--- src/sv/pwsw_pkg.sv ---
// shared types, constants and helpers for the pulse-width single-wire transmitter
package pwsw_pkg;

  // width of the segment down-counter
  localparam int unsigned TIME_W = 8;
  localparam int unsigned TIME_MAX = (1 << TIME_W) - 1;

  localparam int unsigned REG_W = 8;
  localparam int unsigned REG_COUNT = 8;
  localparam int unsigned REG_IDX_W = $clog2(REG_COUNT);

  // register indexes
  localparam logic [REG_IDX_W-1:0] REG_ZERO_LOW       = REG_IDX_W'(0);
  localparam logic [REG_IDX_W-1:0] REG_ZERO_HIGH      = REG_IDX_W'(1);
  localparam logic [REG_IDX_W-1:0] REG_ONE_LOW        = REG_IDX_W'(2);
  localparam logic [REG_IDX_W-1:0] REG_ONE_HIGH       = REG_IDX_W'(3);
  localparam logic [REG_IDX_W-1:0] REG_ZERO_STOP_HIGH = REG_IDX_W'(4);
  localparam logic [REG_IDX_W-1:0] REG_ONE_STOP_HIGH  = REG_IDX_W'(5);
  localparam logic [REG_IDX_W-1:0] REG_BREAK_LOW      = REG_IDX_W'(6);
  localparam logic [REG_IDX_W-1:0] REG_BREAK_HIGH     = REG_IDX_W'(7);

  typedef logic [REG_W-1:0] reg_val_t;
  typedef reg_val_t [REG_COUNT-1:0] reg_file_t;

  // reset values, indexed by register index
  localparam reg_file_t REG_RESET = '{
    REG_W'(4),  REG_W'(14), REG_W'(21), REG_W'(16),
    REG_W'(8),  REG_W'(2),  REG_W'(3),  REG_W'(7)
  };

  localparam logic [2:0] LAST_BIT = 3'd7;

  typedef enum logic {
    CMD_TICK = 1'b0,
    CMD_LOAD = 1'b1
  } cmd_t;

  typedef enum logic [2:0] {
    PH_IDLE    = 3'd0,
    PH_PRE_LO  = 3'd1,
    PH_PRE_HI  = 3'd2,
    PH_BIT_LO  = 3'd3,
    PH_BIT_HI  = 3'd4,
    PH_POST_LO = 3'd5,
    PH_POST_HI = 3'd6
  } phase_t;

  // one classified item in the queue
  typedef struct packed {
    cmd_t       cmd;
    logic [7:0] byte_value;
    logic       first_byte;
    logic       last_byte;
  } item_t;

  // queue status towards the front end
  typedef struct packed {
    logic empty;
    logic full;
  } q_status_t;

  // zero length reads as one tick, too long saturates to the counter
  function automatic logic [TIME_W-1:0] seg_len(input reg_val_t v);
    int unsigned vv;
    vv = int'(v);
    if (vv == 0) vv = 1;
    if (vv > TIME_MAX) vv = TIME_MAX;
    return vv[TIME_W-1:0];
  endfunction

endpackage

--- src/sv/pwsw_front.sv ---
// front end: takes input transactions, classifies them and queues them
module pwsw_front (
  input  logic                in_valid,
  output logic                in_stall,
  input  logic                command,
  input  logic [7:0]          byte_value,
  input  logic                first_byte,
  input  logic                last_byte,
  input  pwsw_pkg::q_status_t q_status,
  output logic                push,
  output pwsw_pkg::item_t     push_item
);
  import pwsw_pkg::*;

  assign in_stall = q_status.full;
  assign push     = in_valid && !q_status.full;

  always_comb begin
    push_item.cmd        = cmd_t'(command);
    // byte fields only matter for a load
    push_item.byte_value = (cmd_t'(command) == CMD_LOAD) ? byte_value : '0;
    push_item.first_byte = (cmd_t'(command) == CMD_LOAD) && first_byte;
    push_item.last_byte  = (cmd_t'(command) == CMD_LOAD) && last_byte;
  end

endmodule

--- src/sv/pwsw_queue.sv ---
// two-entry queue between the front end and the line engine
module pwsw_queue (
  input  logic                clk,
  input  logic                rst,
  input  logic                push,
  input  pwsw_pkg::item_t     push_item,
  input  logic                pop,
  output pwsw_pkg::item_t     pop_item,
  output pwsw_pkg::q_status_t q_status
);
  import pwsw_pkg::*;

  item_t      entries [2];
  logic       wr_ptr;
  logic       rd_ptr;
  logic [1:0] count;

  always_ff @(posedge clk) begin
    if (rst) begin
      wr_ptr <= 1'b0;
      rd_ptr <= 1'b0;
      count  <= 2'd0;
    end else begin
      if (push) wr_ptr <= !wr_ptr;
      if (pop)  rd_ptr <= !rd_ptr;
      count <= 2'(count + {1'b0, push} - {1'b0, pop});
    end
  end

  always_ff @(posedge clk) begin
    if (push) entries[wr_ptr] <= push_item;
  end

  assign pop_item       = entries[rd_ptr];
  assign q_status.empty = (count == 2'd0);
  assign q_status.full  = (count == 2'd2);

endmodule

--- src/sv/pwsw_back.sv ---
// line engine: config registers, phase sequencer and output register
module pwsw_back (
  input  logic                              clk,
  input  logic                              rst,
  input  logic                              cfg_valid,
  output logic                              cfg_ready,
  input  logic [pwsw_pkg::REG_IDX_W-1:0]    cfg_index,
  input  logic [pwsw_pkg::REG_W-1:0]        cfg_data,
  input  pwsw_pkg::q_status_t               q_status,
  input  pwsw_pkg::item_t                   q_item,
  output logic                              pop,
  output logic                              out_valid,
  input  logic                              out_stall,
  output logic                              line_level,
  output logic                              busy_res,
  output logic                              accepted
);
  import pwsw_pkg::*;

  reg_file_t         regs;
  phase_t            phase, phase_next;
  logic [TIME_W-1:0] time_left, time_next, time_dec;
  logic [7:0]        shift_byte, shift_next;
  logic [2:0]        bit_index, idx_next, idx_inc;
  logic              break_after, brk_next;
  logic              busy, cur_bit, nxt_bit, lvl, acc;

  assign cfg_ready = 1'b1;

  always_ff @(posedge clk) begin
    if (rst) begin
      regs <= REG_RESET;
    end else if (cfg_valid) begin
      regs[cfg_index] <= cfg_data;
    end
  end

  // take a queued item whenever the output register is free or draining
  assign pop = !q_status.empty && (!out_valid || !out_stall);

  assign busy     = (phase != PH_IDLE);
  assign cur_bit  = shift_byte[bit_index];
  assign idx_inc  = 3'(bit_index + 3'd1);
  assign nxt_bit  = shift_byte[idx_inc];
  assign time_dec = (time_left != '0) ? TIME_W'(time_left - 1'b1) : time_left;

  always_comb begin
    phase_next = phase;
    time_next  = time_left;
    shift_next = shift_byte;
    idx_next   = bit_index;
    brk_next   = break_after;
    lvl        = 1'b1;
    acc        = 1'b0;
    if (q_item.cmd == CMD_LOAD) begin
      if (!busy) begin
        acc        = 1'b1;
        shift_next = q_item.byte_value;
        idx_next   = 3'd0;
        brk_next   = q_item.last_byte;
        lvl        = 1'b0;
        if (q_item.first_byte) begin
          phase_next = PH_PRE_LO;
          time_next  = seg_len(regs[REG_BREAK_LOW]);
        end else begin
          phase_next = PH_BIT_LO;
          time_next  = seg_len(q_item.byte_value[0] ? regs[REG_ONE_LOW]
                                                    : regs[REG_ZERO_LOW]);
        end
      end else begin
        lvl = !(phase == PH_PRE_LO || phase == PH_BIT_LO || phase == PH_POST_LO);
      end
    end else if (busy) begin
      lvl       = !(phase == PH_PRE_LO || phase == PH_BIT_LO || phase == PH_POST_LO);
      time_next = time_dec;
      if (time_dec == '0) begin
        case (phase)
          PH_PRE_LO: begin
            phase_next = PH_PRE_HI;
            time_next  = seg_len(regs[REG_BREAK_HIGH]);
          end
          PH_PRE_HI: begin
            phase_next = PH_BIT_LO;
            time_next  = seg_len(cur_bit ? regs[REG_ONE_LOW] : regs[REG_ZERO_LOW]);
          end
          PH_BIT_LO: begin
            phase_next = PH_BIT_HI;
            if (bit_index == LAST_BIT) begin
              time_next = seg_len(cur_bit ? regs[REG_ONE_STOP_HIGH]
                                          : regs[REG_ZERO_STOP_HIGH]);
            end else begin
              time_next = seg_len(cur_bit ? regs[REG_ONE_HIGH] : regs[REG_ZERO_HIGH]);
            end
          end
          PH_BIT_HI: begin
            if (bit_index != LAST_BIT) begin
              idx_next   = idx_inc;
              phase_next = PH_BIT_LO;
              time_next  = seg_len(nxt_bit ? regs[REG_ONE_LOW] : regs[REG_ZERO_LOW]);
            end else if (break_after) begin
              phase_next = PH_POST_LO;
              time_next  = seg_len(regs[REG_BREAK_LOW]);
            end else begin
              phase_next = PH_IDLE;
              time_next  = '0;
            end
          end
          PH_POST_LO: begin
            phase_next = PH_POST_HI;
            time_next  = seg_len(regs[REG_BREAK_HIGH]);
          end
          default: begin
            phase_next = PH_IDLE;
            time_next  = '0;
          end
        endcase
      end
    end else begin
      phase_next = PH_IDLE;
    end
  end

  always_ff @(posedge clk) begin
    if (rst) begin
      phase       <= PH_IDLE;
      time_left   <= '0;
      shift_byte  <= '0;
      bit_index   <= 3'd0;
      break_after <= 1'b0;
      out_valid   <= 1'b0;
    end else begin
      if (pop) begin
        phase       <= phase_next;
        time_left   <= time_next;
        shift_byte  <= shift_next;
        bit_index   <= idx_next;
        break_after <= brk_next;
        out_valid   <= 1'b1;
      end else if (!out_stall) begin
        out_valid <= 1'b0;
      end
    end
  end

  always_ff @(posedge clk) begin
    if (pop) begin
      line_level <= lvl;
      busy_res   <= (phase_next != PH_IDLE);
      accepted   <= acc;
    end
  end

`ifndef SYNTH
  a_idle_no_time: assert property (@(posedge clk) disable iff (rst)
    phase == PH_IDLE |-> time_left == '0)
    else $error("idle phase with time left");

  a_busy_has_time: assert property (@(posedge clk) disable iff (rst)
    phase != PH_IDLE |-> time_left != '0)
    else $error("active segment with zero time left");

  a_accept_busy: assert property (@(posedge clk) disable iff (rst)
    out_valid && accepted |-> busy_res)
    else $error("accepted load but not busy");

  a_idle_line_high: assert property (@(posedge clk) disable iff (rst)
    out_valid && !busy_res |-> line_level)
    else $error("line low while idle");
`endif

endmodule

--- src/sv/pulse_width_single_wire_tx.sv ---
// top level of the pulse-width single-wire transmitter
// Single-wire pulse-width transmitter. Each input transaction is either a one
// microsecond tick or a byte load, and each gives exactly one result
// transaction carrying the line level, whether sending continues and whether
// a load was taken. A load while a byte or break is in flight is rejected.
// Bits go out lsb first as a low pulse then a high recovery; bit 7 uses the
// stop recovery, and first/last bytes get a break before/after. A zero
// length register counts as one tick. While in_stall is low one transaction is
// taken per clock cycle: the front end queues items into a two-entry queue,
// the line engine executes one queued item per cycle while out_stall is low
// and holds its result in an output register, so in_stall only rises once the
// queue fills behind a stalled output. Config writes are always ready and take
// effect the next cycle; write them only while the block is quiet.
module pulse_width_single_wire_tx (
  input  logic                           clk,
  input  logic                           rst,
  // input transactions
  input  logic                           in_valid,
  output logic                           in_stall,
  input  logic                           command,
  input  logic [7:0]                     byte_value,
  input  logic                           first_byte,
  input  logic                           last_byte,
  // result transactions
  output logic                           out_valid,
  input  logic                           out_stall,
  output logic                           line_level,
  output logic                           busy_res,
  output logic                           accepted,
  // register writes
  input  logic                           cfg_valid,
  output logic                           cfg_ready,
  input  logic [pwsw_pkg::REG_IDX_W-1:0] cfg_index,
  input  logic [pwsw_pkg::REG_W-1:0]     cfg_data
);
  import pwsw_pkg::*;

  q_status_t q_status;
  item_t     push_item;
  item_t     pop_item;
  logic      push;
  logic      pop;

  // classify and queue incoming transactions
  pwsw_front u_front (
    .in_valid   (in_valid),
    .in_stall   (in_stall),
    .command    (command),
    .byte_value (byte_value),
    .first_byte (first_byte),
    .last_byte  (last_byte),
    .q_status   (q_status),
    .push       (push),
    .push_item  (push_item)
  );

  // decouples the input side from a stalled output
  pwsw_queue u_queue (
    .clk       (clk),
    .rst       (rst),
    .push      (push),
    .push_item (push_item),
    .pop       (pop),
    .pop_item  (pop_item),
    .q_status  (q_status)
  );

  // phase sequencer and result register
  pwsw_back u_back (
    .clk        (clk),
    .rst        (rst),
    .cfg_valid  (cfg_valid),
    .cfg_ready  (cfg_ready),
    .cfg_index  (cfg_index),
    .cfg_data   (cfg_data),
    .q_status   (q_status),
    .q_item     (pop_item),
    .pop        (pop),
    .out_valid  (out_valid),
    .out_stall  (out_stall),
    .line_level (line_level),
    .busy_res   (busy_res),
    .accepted   (accepted)
  );

endmodule
--- config.mk ---
export PLATFORM = sky130hd
export DESIGN_NAME = pulse_width_single_wire_tx
export DESIGN_NICKNAME = d
export VERILOG_FILES = /design/src/sv/pwsw_pkg.sv /design/src/sv/pwsw_front.sv /design/src/sv/pwsw_queue.sv /design/src/sv/pwsw_back.sv /design/src/sv/pulse_width_single_wire_tx.sv
export SDC_FILE = /design/constraint.sdc
export NUM_CORES = 1
export LEC_CHECK = 0
export BUFFER_PORTS_ARGS = -buffer_cell sky130_fd_sc_hd__buf_2
export CAP_MARGIN = 20
export CORE_ASPECT_RATIO = 1.4
export CORE_UTILIZATION = 36
export DETAILED_ROUTE_END_ITERATION = 7
export GPL_TIMING_DRIVEN = 0
export PLACE_DENSITY_LB_ADDON = 0.2
export RECOVER_POWER = 25
export SLEW_MARGIN = 5
export SYNTH_ARGS = -nofsm -noshare
export SYNTH_HDL_FRONTEND = slang
export SYNTH_SLANG_ARGS = --single-unit
--- constraint.sdc ---
create_clock -name clk -period 4.9 [get_ports clk]
set_input_delay 0.735 -clock clk [delete_from_list [all_inputs] [get_ports clk]]
set_output_delay 0.735 -clock clk [all_outputs]
set_load 0.005 [all_outputs]
### Yosys cells after proc, flatten, opt, wreduce, memory -nomap -nowiden

Memories as Yosys holds them, arrays and structs flattened. A register that Yosys moved wholly into a read port is not among the register bits.
Index checks and enable logic that the tools add are counted.

* add/sub/neg operators: 4
* order comparisons: 13
* eq/ne operators: 10
* muxes and demuxes: 102
* bitwise logic cells: 1
* reduce and logical (&&, ||, !) cells: 34

Operator list (number)
* 32-bit two-way mux: 39
* 32-bit by 8-bit > comparator with 1-bit output (second input constant): 9
* 8-bit two-way mux: 32
* 64-bit bitwise mux: 1
* 8-bit logical NOT: 8
* 8-bit case mux with 5 select lines: 1
* 3-bit two-way mux: 12
* 8-bit demux with 3-bit select: 1
* 3-bit case mux with 5 select lines: 1
* 3-bit by 4-bit < comparator with 1-bit output (second input constant): 3
* 1-bit two-way mux: 12
* 3-bit equality test (second input constant): 3
* 2-bit nonzero test: 4
* 8-bit nonzero test: 1
* 8-bit by 1-bit subtractor with 8-bit output (second input constant): 1
* 1-bit logical NOT: 7
* 1-bit binary-select mux with 3-bit select: 2
* 3-bit by 2-bit equality test with 1-bit output (second input constant): 2
* 3-bit AND reduction: 2
* 6-bit AND reduction: 1
* 3-bit nonzero test: 2
* 1-bit logical AND: 5
* 3-bit by 1-bit adder with 3-bit output (second input constant): 1
* 3-bit by 1-bit equality test with 1-bit output (second input constant): 1
* 11 further kinds: 13

* register bits: 95
* RAM bits: 22
* bits of input ports: 27
* output and inout bits: 6
* logic and storage cells: 185
* memories: 1

Memory list
* u_queue.entries: depth 2, width 11, read ports 1, clocked after Yosys merged registers in 1, write ports 1, RTL line pwsw_queue.sv:13 `item_t entries [2];`

### Logic depth before layout (Yosys ltp)

Gate-level depths: netlist (run 1).

* depth in word-level cells: 18
* depth in mapped cells: 11
* depth with buffers taken out: 9

### By module

Synthesis (run 1) repeated with hierarchy kept, for this count alone.

* cells, all modules: 665
* area total of the unflattened synthesis: 6034.5 sq um

By module, submodules not included
* pwsw_back: instances 1, cells an instance 597, area each 4942.2 sq um, sequential area each 1851.8 sq um
* pwsw_queue: instances 1, cells an instance 55, area each 1008.5 sq um, sequential area each 760.7 sq um
* pwsw_front: instances 1, cells an instance 13, area each 83.8 sq um, sequential area each 0.0 sq um

### Least setup slack after synthesis (run 1)

OpenSTA, ideal clock, no wires.

* path kind: input -> register
* start point: input out_stall
* end point: register u_back.time_left[2]
* setup time: 0.134 ns
* arrival: 2.454 ns
* required time: 4.766 ns
* path slack: 2.312 ns
* cell stages on the path: 7
* buffers on the path: 0
* cell sequence: a2bb2oi_1 -> nand2b_1 -> nor2_1 -> o21ai_0 -> a221o_1 -> a211oi_1 -> nor4_1

* cells in the longest elaborated chain, start to end: 4

Ends and longest elaborated chain
* from (decl): RTL line pulse_width_single_wire_tx.sv:26 `input logic out_stall,`
* 1-bit logical NOT: RTL line pwsw_back.sv:39 `assign pop = !q_status.empty && (!out_valid || !out_stall);`
* 1-bit logical OR: RTL line pwsw_back.sv:39
* 1-bit logical AND: RTL line pwsw_back.sv:39
* 3-bit AND reduction (no line)
* to (signal assigned): RTL line pwsw_back.sv:134 `time_left <= time_next;`
* to (decl): RTL line pwsw_back.sv:22 `logic [TIME_W-1:0] time_left, time_next, time_dec;`

Every way passes these cells.
A chain may end at the register's enable or synchronous reset.

==> metrics.md, run 1 <==
| Metric | Value |
|---|---|
| RSZ-0062 raised after global routing | `no` |
| Fraction of registers with async set/reset | `0` |
| Routed len/inst | `18.5 µm` |
| I/O pins | `33` |
| Synth Flop Type | `dfxtp_1` |
| WS Path Type | `reg2reg` |
| Setup violators final | `0` |
| Total Routed Length | `17000 µm` |
| Min-Delay Path Depth | `2` |
| PostCTS Resize Cnt | `0` |
| Tot GR Track Use | `0.207` |
| Die W | `111 µm` |
| Fin crit share | `0.731` |
| Drt initial violations | `242` |
| Hold Path Sink | `u_back.regs[16]` |
| Syn Inst Count | `666` |
| Simple-gate share of the synthesized area | `0.225` |
| Fin crit period | `3.58 ns` |
| PortBufs | `20` |
| TritonCTS clock tree | `yes` |
| Largest family of logic cells by synthesized area | `simple AND/OR/NAND/NOR gates` |
| Synth Net Count | `700` |
| Yosys reg bits | `118` |
| Post-synth EDFFs | `25` |
| HP Class | `reg2reg` |
| Syn. warnings | `0` |
| RR Endpoint | `u_back.time_left[2]` |
| Share of cells above drive strength 1 | `0.107` |
| Post-DP HPWL | `12800 µm` |
| Post-Synth Adder-Cell Area | `0.0146` |
| First-pass DRT Iterations | `7` |
| Area Growth Syn to Fin | `15.7%` |
| CTS Buffer Depth | `2` |
| HP Start | `u_back.regs[16]` |
| Share of the synthesized area in the top cell type | `0.311` |
| Vias in the first global route | `5086` |
| Largest cells by area after synthesis | `dfxtp_1, edfxtp_1, mux2i_1, nand2_1, a21oi_1` |
| Netlist Area Pre-Place | `5980 µm²` |
| First-pass GRT wire length | `27200 µm` |
| Slew margin rel. | `0.326` |
| P_leak | `2.53 nW` |
| Worst-path clk slew | `0.06 ns` |
| FF-to-FF setup slack | `1.32 ns` |
| Post-synthesis compound-gate area fraction | `0.150` |
| Clock Latency Late Sink | `0.41 ns` |
| Post-Synth XOR/XNOR Area | `0.00878` |
| Crit path DAT | `3.85 ns` |
| Routed Antenna Nets | `0` |
| Die area | `17100 µm²` |
| Starting density of the core | `0.368` |
| Slew Viols, Final | `0` |
| Design Area, Final | `6920 µm²` |
| Cts hold-fix bufs | `0` |
| Max Clk Rate | `279 MHz` |
| Count of cell types in the netlist | `64` |
| # rows | `55` |
| Max-cap violations | `0` |
| Fin. Hold Viols | `0` |
| Status | `complete, but fails checks` |
| H-tree depth | `4` |
| Nets | `739` |
| Grt total ovfl | `0` |
| Core area | `16200 µm²` |
| Via count | `5056` |
| Worst setup EP type | `flip-flop` |
| VDD IR max | `0.239 mV` |
| Worst Path Max Fanout | `9` |
| Mux cell area share after synthesis | `0.124` |
| Post-CTS setup buffer count | `0` |
| Clock sinks | `118` |
| Violated checks | `design-rule violations` |
| Worst-margin pin slew | `1.01 ns` |
| Die Y | `155 µm` |
| Initial antenna violation count | `0` |
| Startpoint Class | `flip-flop` |
| Setup_tns | `0 ns` |
| Cell taking the most area after synthesis | `dfxtp_1` |
| DR vias/cell | `5.51` |
| Fin Hold WS | `0.461 ns` |
| Required time worst endpoint | `5.17 ns` |
| Pwr Density | `545 nW/µm²` |
| Fillers | `1590` |
| Root buf cell | `clkbuf_16` |
| Antenna cells | `0` |
| CTS buffer count | `17` |
| Largest net degree at the start of global routing | `17` |
| DRC viols | `4` |
| Sequential element share of the synthesized area | `0.437` |
| Placed cell area | `6330 µm²` |
| Syn Area/Cell | `8.98 µm²` |
| Total power | `0.00377 W` |
| Skew final | `0.00806 ns` |
| Reg2reg path depth | `9` |
| Routability Congestion | `0.902` |
## registers in the layout (all words and copies together), names as in the netlist, named ones only
register            flops
u_back.phase            3
u_back.break_after      1
u_back.regs            64
u_back.bit_index        3
u_back.busy_res         1
u_back.time_left        8
u_queue.entries        22
u_back.line_level       1
u_back.accepted         1
u_queue.count           2
u_queue.wr_ptr          1
u_back.out_valid        1
u_back.shift_byte       8
u_queue.rd_ptr          1
## cell families after synthesis
family	count (synthesis)
AO/OA/AOI/OAI	138
XOR/XNOR	6
adder cells (fa/ha/maj)	7
buffers and inverters	55
flip-flops	118
multiplexers	61
other	1
AND/OR/NAND/NOR	280
## metrics by stage
stage               setup slack (ns)  std cells   util
global route                    1.06        917  0.426
detailed placement              1.39        885  0.390
CTS                             1.35        917  0.426
floorplan                       2.31        666      -
finish                          1.32        917  0.426
global placement                1.39        885  0.390
## per-layer routing
layer,routed length [µm],GRT usage,up-vias
met5,0,0,-
li1,-,-,2488
met3,621,0.0376,41
met2,8620,0.367,127
met4,840,0.138,0
met1,6910,0.225,2400
## layout make-up
| type | instances | area (µm²) | area share |
|---|---|---|---|
| Multi-Input combinational cell | 493 | 3130 | 0.452 |
| Sequential cell | 118 | 2610 | 0.377 |
| Buffer | 42 | 191 | 0.0277 |
| Timing Repair Buffer | 20 | 98.8 | 0.0143 |
| Tap cell | 199 | 249 | 0.0360 |
| Clock buffer | 17 | 425 | 0.0615 |
| Clock inverter | 15 | 166 | 0.0240 |
| Inverter | 13 | 48.8 | 0.00705 |
## worst max-delay path, cell delays in order (launching register included)
cell	delay (ns)
dfxtp_1	0.34
mux2i_1	0.74
inv_1	0.34
ha_1	0.39
nand2b_1	0.24
nor2_1	0.49
o21ai_0	0.26
a221o_1	0.31
a211oi_1	0.24
nor4_1	0.08
## synth_stat cells, types with 14 or more instances
library cell    n
a211oi_1       17
mux2i_1        49
nor2_1         59
nor3_1         16
nand2_1       115
clkbuf_1       28
edfxtp_1       25
a21oi_1        57
dfxtp_1        93
nor4_1         14
nor2b_1        15
o22ai_1        14
## cell usage in the layout (no fill, tap or decap), drive strengths merged, types with 4 or more instances in the layout
cell type	count
dfxtp	93
mux2i	51
a221o	4
o22ai	14
o21ai	15
inv	20
nand3b	10
buf	31
and2	14
a21oi	57
nor3	17
a211o	8
clkbuf	48
nand2	115
nor4	14
mux4	9
ha	7
nor2	59
nor2b	15
nand2b	9
edfxtp	25
or4	5
a211oi	17
nand3	4
xnor2	4
## how the worst max path moves through the flow
| stage | start | endpoint | slack [ns] |
|---|---|---|---|
| CTS | flip-flop | u_back.time_left[2] | 1.35 |
| finish | flip-flop | u_back.time_left[2] | 1.32 |
| detailed placement | flip-flop | u_back.time_left[2] | 1.39 |
| global placement | flip-flop | u_back.time_left[2] | 1.39 |
| global route | flip-flop | u_back.time_left[3] | 1.06 |
| floorplan | out_stall | u_back.time_left[2] | 2.31 |
## power breakdown
group / leakage, nW / internal [W] / switching [W]
Sequential: 0.995 / 0.00114 / 0.000102
Clock: 0.282 / 0.000760 / 0.000495
Combinational: 1.26 / 0.000522 / 0.000750
Total: 2.53 / 0.00242 / 0.00135
Power figures use the tool's default switching activity.
==> run 2: changes to the inputs <==
--- a/config.mk
+++ b/config.mk
@@ -5,6 +5,7 @@
 export SDC_FILE = /design/constraint.sdc
 export NUM_CORES = 1
 export LEC_CHECK = 0
+export ABC_AREA = 1
 export BUFFER_PORTS_ARGS = -buffer_cell sky130_fd_sc_hd__buf_2
 export CAP_MARGIN = 20
 export CORE_ASPECT_RATIO = 1.4
==> constraint.sdc (replaced) <==
create_clock -name clk -period 3.3 [get_ports clk]
set_input_delay 0.495 -clock clk [delete_from_list [all_inputs] [get_ports clk]]
set_output_delay 0.495 -clock clk [all_outputs]
set_load 0.005 [all_outputs]
==> run 2 against run 1 <==
Against the previous run: the run now ends clean; total power up 97%; setup slack worse by 0.61 ns; sequential share of layout area down 1.2 points; register-to-register slack worse by 0.61 ns; combinational power rose to 2.8 times the previous value; maximum frequency up 38%; worst hold slack worse by 0.16 ns; global-route usage up 0.62 points; sequential cell count unchanged; clock skew about the same; highest routed layer unchanged.
==> metrics.md, run 2 <==
| Metric | Value |
|---|---|
| Status | `finished, final reports clean (was complete, but fails checks)` |
| Synth Flop Type | `dfxtp_1 (unchanged)` |
| Die area | `17600 µm² (was 17100 µm²)` |
| RSZ-0062 raised after global routing | `no (unchanged)` |
| Root buf cell | `clkbuf_16 (unchanged)` |
| I/O pins | `33 (unchanged)` |
| Area Growth Syn to Fin | `16.5% (was 15.7%)` |
| WS Path Type | `reg2reg (unchanged)` |
| Max reg flops | `64 (unchanged)` |
| Worst-path clk slew | `0.06 ns (about the same)` |
| P_leak | `3.17 nW (was 2.53 nW)` |
| CTS buffer count | `17 (unchanged)` |
| Syn Area/Cell | `7.11 µm² (was 8.98 µm²)` |
| Nets | `945 (was 739)` |
| Worst setup EP type | `flip-flop (unchanged)` |
| Vias in the first global route | `5335 (was 5086)` |
| Commonest cells after routing, fill and taps aside | `nand2_1, inv_1, o21ai_0 (was nand2_1, dfxtp_1, nor2_1)` |
| FF-to-FF setup slack | `0.71 ns (was 1.32 ns)` |
| Met3 Track Usage GR | `0.0372 (was 0.0376)` |
| First-pass GRT wire length | `28200 µm (was 27200 µm)` |
| Starting density of the core | `0.368 (about the same)` |
| Fin crit share | `0.786 (was 0.731)` |
| Max Clk Rate | `385 MHz (was 279 MHz)` |
| HP Class | `in2reg (was reg2reg)` |
| # rows | `56 (was 55)` |
| Fin crit period | `2.59 ns (was 3.58 ns)` |
| Required time worst endpoint | `3.65 ns (was 5.17 ns)` |
| Drt initial violations | `297 (was 242)` |
| Worst Path Max Fanout | `10 (was 9)` |
| Sequential element share of the synthesized area | `0.426 (was 0.437)` |
| DR vias/cell | `5.09 (was 5.51)` |
| Fillers | `1751 (was 1590)` |
| Setup violators final | `0 (unchanged)` |
| Via count | `5737 (was 5056)` |
| Netlist Area Pre-Place | `6130 µm² (was 5980 µm²)` |
| Fin. Hold Viols | `0 (unchanged)` |
| Met1 Track Usage GR | `0.241 (was 0.225)` |
| Largest regs | `u_back.regs x64, u_queue.entries x22 (unchanged)` |
| Synth cell count leaders | `nand2_1, inv_1, o21ai_0 (was nand2_1, dfxtp_1, nor2_1)` |
| Post-CTS setup buffer count | `0 (unchanged)` |
| Cell taking the most area after synthesis | `dfxtp_1 (unchanged)` |
| Placed insts | `1095 (was 885)` |
| PortBufs | `29 (was 20)` |
| Clock sinks | `118 (unchanged)` |
| TritonCTS clock tree | `yes (unchanged)` |
| Routability Congestion | `0.889 (was 0.902)` |
| Die W | `112 µm (was 111 µm)` |
| Routed Antenna Nets | `0 (unchanged)` |
| VDD IR max | `0.404 mV (was 0.239 mV)` |
| Die Y | `156 µm (was 155 µm)` |
| Slew Viols, Final | `0 (unchanged)` |
| Post-DP HPWL | `13300 µm (was 12800 µm)` |
| Placed cell area | `6530 µm² (was 6330 µm²)` |
| Register area | `2610 µm² (unchanged)` |
| Clock Latency Late Sink | `0.42 ns (was 0.41 ns)` |
| Skew final | `0.00760 ns (was 0.00806 ns)` |
| DRC viols | `0 (was 4)` |
| Initial antenna violation count | `0 (unchanged)` |
| Fraction of registers with async set/reset | `0 (unchanged)` |
| Max-cap violations | `0 (unchanged)` |
| Share of cells above drive strength 1 | `0.101 (was 0.107)` |
| Core area | `16700 µm² (was 16200 µm²)` |
| Routed len/inst | `15.8 µm (was 18.5 µm)` |
| Largest net degree at the start of global routing | `17 (unchanged)` |
| Final cell count without fillers | `1127 (was 917)` |
| Crit path DAT | `2.95 ns (was 3.85 ns)` |
| Startpoint Class | `flip-flop (unchanged)` |
| Synth Net Count | `897 (was 700)` |
| Pwr Density | `1040 nW/µm² (was 545 nW/µm²)` |
| CTS Buffer Depth | `2 (unchanged)` |
| First-pass DRT Iterations | `5 (was 7)` |
| H-tree depth | `4 (unchanged)` |
| GR peak layer | `met2 (unchanged)` |
| PostCTS Resize Cnt | `0 (unchanged)` |
| Syn Inst Count | `863 (was 666)` |
| Total Routed Length | `17900 µm (was 17000 µm)` |
| Largest Register | `u_back.regs (unchanged)` |
| Most common cell after layout, fill and taps aside | `nand2_1 (unchanged)` |
| Tot GR Track Use | `0.213 (was 0.207)` |
| Antenna cells | `0 (unchanged)` |
| Fin Hold WS | `0.303 ns (was 0.461 ns)` |
| Grt met2 use | `0.382 (was 0.367)` |
| Worst-margin pin slew | `0.975 ns (was 1.01 ns)` |
| Count of cell types in the netlist | `42 (was 64)` |
| Syn. warnings | `0 (unchanged)` |
| Multi-input logic area | `2920 µm² (was 3130 µm²)` |
| Share of the synthesized area in the top cell type | `0.304 (was 0.311)` |
| Setup_tns | `0 ns (unchanged)` |
| Largest cells by area after synthesis | `dfxtp_1, nand2_1, edfxtp_1, o21ai_0, inv_1 (was dfxtp_1, edfxtp_1, mux2i_1, nand2_1, a21oi_1)` |
| Cts hold-fix bufs | `0 (unchanged)` |
| Post-synth EDFFs | `25 (unchanged)` |
| Slew margin rel. | `0.348 (was 0.326)` |
| Design Area, Final | `7140 µm² (was 6920 µm²)` |
| Most frequent cell after synthesis | `nand2_1 (unchanged)` |
| Yosys reg bits | `118 (unchanged)` |
| Grt total ovfl | `0 (unchanged)` |
[run 2: where the power goes]
group          internal [W]  switching [W]  total (W)
clock network       0.00120       0.000729    0.00193
registers           0.00174       0.000155    0.00189
logic               0.00117        0.00242    0.00360
total               0.00411        0.00331    0.00742
[run 2: layout make-up]
| cell class | instances | area share |
|---|---|---|
| multi-input cells | 599 | 0.408 |
| flip-flops and latches | 118 | 0.366 |
| inverters | 114 | 0.0610 |
| clock buffers | 17 | 0.0596 |
| well taps | 203 | 0.0356 |
| clock inverters | 15 | 0.0266 |
| plain buffers | 32 | 0.0236 |
| repair buffers | 29 | 0.0198 |
[run 2: path summary, 6_finish.rpt]
kind / startpoint / to / cells past startpoint
hold reg to reg: u_back.regs[10] / u_back.regs[10] / 2
setup / recovery: u_back.bit_index[1] / u_back.time_left[0] / 17
hold / removal: command / u_queue.entries[1][10] / 1
setup reg to reg: u_back.bit_index[1] / u_back.time_left[0] / 17
[run 2: metal layers]
layer,vias to the layer above,share of wire
met3,44,0.034
met4,0,0.043
li1,2947,-
met1,2617,0.41
met5,-,0
met2,129,0.51
[run 2: cells by family (layout without fill, tap and decap cells)]
group / after synthesis / in the layout / share of synthesized area
mux: 1 / 1 / 0.00163
other cells: 1 / 1 / 0.000612
simple gates: 365 / 365 / 0.254
compound gates: 220 / 220 / 0.198
flops: 118 / 118 / 0.426
buf+inv: 146 / 207 / 0.0985
fa+ha+maj: 7 / 7 / 0.0143
xor+xnor: 5 / 5 / 0.00714
[run 2: per-stage QoR]
step | power (W) | util | worst slack (ns)
floorplan | 0.00460 | - | 1.28
global placement | 0.00549 | 0.392 | 0.750
detailed placement | 0.00548 | 0.392 | 0.740
CTS | 0.00744 | 0.429 | 0.726
global route | 0.00800 | 0.428 | 0.435
finish | 0.00742 | 0.428 | 0.705
[run 2: worst max-delay path: stages, from the launching register on]
cell and delay [ns]:
dfxtp_1 0.35, ha_1 0.20, ha_1 0.31, inv_1 0.07, nand3_1 0.32, nand2_2 0.33, nand2_1 0.10, nand2_1 0.07
nand2_1 0.05, nor2_1 0.11, nand2_1 0.07, nand2_1 0.06, a21oi_1 0.06, nand3_1 0.14, nand2_1 0.07, nand2_1 0.05
nand2_1 0.06, a21oi_2 0.11
==> run 3: changes to the inputs <==
==> constraint.sdc (replaced) <==
create_clock -name clk -period 2.4 [get_ports clk]
set_input_delay 0.36 -clock clk [delete_from_list [all_inputs] [get_ports clk]]
set_output_delay 0.36 -clock clk [all_outputs]
set_load 0.005 [all_outputs]
==> run 3 against run 2 <==
Against the previous run: clock power is 38% higher; final cell count hardly changed; via count hardly changed; final area is 1.4% higher; highest routed layer unchanged; register-to-register slack worse by 0.59 ns; non-clock buffer count stayed put; sequential cell count stayed put; sequential share of layout area is 0.51 points lower; combinational power is 43% higher; global-route usage hardly changed; clock-buffer cell count stayed put.
==> metrics.md, run 3 (synthesized netlist as in run 2, its figures left out) <==
| Metric | Value |
|---|---|
| Grt total ovfl | `0 (unchanged)` |
| DRC viols | `0 (unchanged)` |
| Fillers | `1743 (was 1751)` |
| Setup WS post-layout | `0.119 ns (was 0.705 ns)` |
| Max Clk Rate | `438 MHz (was 385 MHz)` |
| Setup violators final | `0 (unchanged)` |
| Max reg flops | `64 (unchanged)` |
| Total Routed Length | `18100 µm (was 17900 µm)` |
| Worst-margin pin slew | `0.976 ns (was 0.975 ns)` |
| Slew Viols, Final | `0 (unchanged)` |
| Cts hold-fix bufs | `0 (unchanged)` |
| Largest regs | `u_back.regs x64, u_queue.entries x22 (unchanged)` |
| Max-cap violations | `0 (unchanged)` |
| Clock power share | `0.255 (was 0.260)` |
| # rows | `56 (unchanged)` |
| CTS Buffer Depth | `2 (unchanged)` |
| Most common cell after layout, fill and taps aside | `nand2_1 (unchanged)` |
| Drt initial violations | `324 (was 297)` |
| Skew final | `0.00992 ns (was 0.00760 ns)` |
| Via count | `5732 (was 5737)` |
| HP Class | `in2reg (unchanged)` |
| Share of cells above drive strength 1 | `0.119 (was 0.101)` |
| Fin Hold WS | `0.166 ns (was 0.303 ns)` |
| Sequential power share | `0.250 (was 0.255)` |
| Die W | `112 µm (unchanged)` |
| First-pass DRT Iterations | `5 (unchanged)` |
| Initial antenna violation count | `0 (unchanged)` |
| Routed Antenna Nets | `0 (unchanged)` |
| Fin crit share | `0.950 (was 0.786)` |
| Worst-path clk slew | `0.06 ns (about the same)` |
| Pwr Density | `1440 nW/µm² (was 1040 nW/µm²)` |
| Largest net degree at the start of global routing | `17 (unchanged)` |
| Pint | `0.00576 W (was 0.00411 W)` |
| Starting density of the core | `0.368 (unchanged)` |
| Post-DP HPWL | `13300 µm (unchanged)` |
| Clock Latency Late Sink | `0.43 ns (was 0.42 ns)` |
| Routed len/inst | `16.0 µm (was 15.8 µm)` |
| Status | `finished, final reports clean (unchanged)` |
| TritonCTS clock tree | `yes (unchanged)` |
| Startpoint Class | `flip-flop (unchanged)` |
| Root buf cell | `clkbuf_16 (unchanged)` |
| Commonest cells after routing, fill and taps aside | `nand2_1, inv_1, o21ai_0 (unchanged)` |
| Routability Congestion | `0.889 (unchanged)` |
| Layout Utilization | `0.434 (was 0.428)` |
| Fin crit period | `2.28 ns (was 2.59 ns)` |
| Psw | `0.00468 W (was 0.00331 W)` |
| Clock sinks | `118 (unchanged)` |
| Die Y | `156 µm (unchanged)` |
| Slew margin rel. | `0.347 (was 0.348)` |
| Place WS | `-0.160 ns (was 0.740 ns)` |
| VDD IR max | `0.559 mV (was 0.404 mV)` |
| Antenna cells | `0 (unchanged)` |
| First-pass GRT wire length | `28200 µm (about the same)` |
| RSZ-0062 raised after global routing | `yes (was no)` |
| Area Growth Syn to Fin | `18.1% (was 16.5%)` |
| PortBufs | `29 (unchanged)` |
| CTS buffer count | `17 (unchanged)` |
| Crit path DAT | `2.63 ns (was 2.95 ns)` |
| Worst Path Max Fanout | `10 (unchanged)` |
| H-tree depth | `4 (unchanged)` |
| WS Path Type | `reg2reg (unchanged)` |
| Vias in the first global route | `5343 (was 5335)` |
| Die area | `17600 µm² (unchanged)` |
| Largest Register | `u_back.regs (unchanged)` |
| Required time worst endpoint | `2.75 ns (was 3.65 ns)` |
| Switching Share | `0.448 (was 0.446)` |
| Post-CTS setup buffer count | `0 (unchanged)` |
| Tot GR Track Use | `0.213 (about the same)` |
| Worst setup EP type | `flip-flop (unchanged)` |
| Core area | `16700 µm² (unchanged)` |
| DR vias/cell | `5.08 (was 5.09)` |
| P_leak | `3.23 nW (was 3.17 nW)` |
| I/O pins | `33 (unchanged)` |
| Nets | `946 (was 945)` |
| Comb pwr share | `0.495 (was 0.485)` |
| Fin. Hold Viols | `0 (unchanged)` |
run 3: worst max-delay path, cell delays in order (launching register included):
cell	delay, ns
dfxtp_1	0.38
mux2i_2	0.53
buf_2	0.35
o21ai_0	0.22
nor4_1	0.24
nand3_1	0.13
a31oi_1	0.16
nor2_1	0.08
a21oi_2	0.13
run 3: final cells by class:
cell class / instances / area, µm² / share of cell area
buffer: 32 / 175 / 0.0242
clock buffer: 17 / 425 / 0.0587
clock inverter: 15 / 190 / 0.0263
inverter: 114 / 435 / 0.0601
multi-input combinational: 600 / 3010 / 0.415
sequential: 118 / 2610 / 0.361
tap: 203 / 254 / 0.0351
timing repair buffer: 29 / 143 / 0.0197
run 3: power groups by stage:
stage	Combinational, W	Clock [W]	Sequential, W
finish	0.00516	0.00266	0.00261
global route	0.00577	0.00279	0.00265
CTS	0.00498	0.00270	0.00261
detailed placement	0.00489	0	0.00264
global placement	0.00491	0	0.00264
floorplan	0.00373	0	0.00260
run 3: routing by layer:
metal  global-route usage  part of all wire  wire length [µm]  vias to the layer above
li1                     -                 -                 -                     2951
met1                0.239              0.41              7390                     2602
met2                0.382              0.51              9230                      134
met3               0.0368             0.035               632                       45
met4                0.119             0.044               795                        0
met5                    0                 0                 0                        -
run 3: metrics by stage:
| stage | total power (W) | instance area (µm²) | TNS [ns] | instances |
|---|---|---|---|---|
| 3_5_place_dp | 0.00754 | 6530 | -0.849 | 1095 |
| 6_report | 0.0104 | 7240 | 0 | 1128 |
| 2_1_floorplan | 0.00633 | 6130 | 0 | 863 |
| 3_3_place_gp | 0.00755 | 6530 | -0.806 | 1095 |
| 4_1_cts | 0.0103 | 7180 | 0 | 1127 |
| 5_1_grt | 0.0112 | 7240 | -0.0306 | 1128 |
run 3: worst paths after layout:
check | from | end | slack (ns) | cells past startpoint
worst min-delay path | command | u_queue.entries[1][10] | 0.17 | 1
worst max register to register | flip-flop | u_back.time_left[0] | 0.12 | 8
worst min register to register | u_back.regs[10] | u_back.regs[10] | 0.45 | 2
worst max-delay path | flip-flop | u_back.time_left[0] | 0.12 | 8
run 3: what timing repair did:
action                                  CTS  global route
cloned                                    0             1
gates resized for setup                   9            17
endpoints found under the hold margin     0             0
pin swaps                                 0             2
endpoints found under the setup margin    9            10
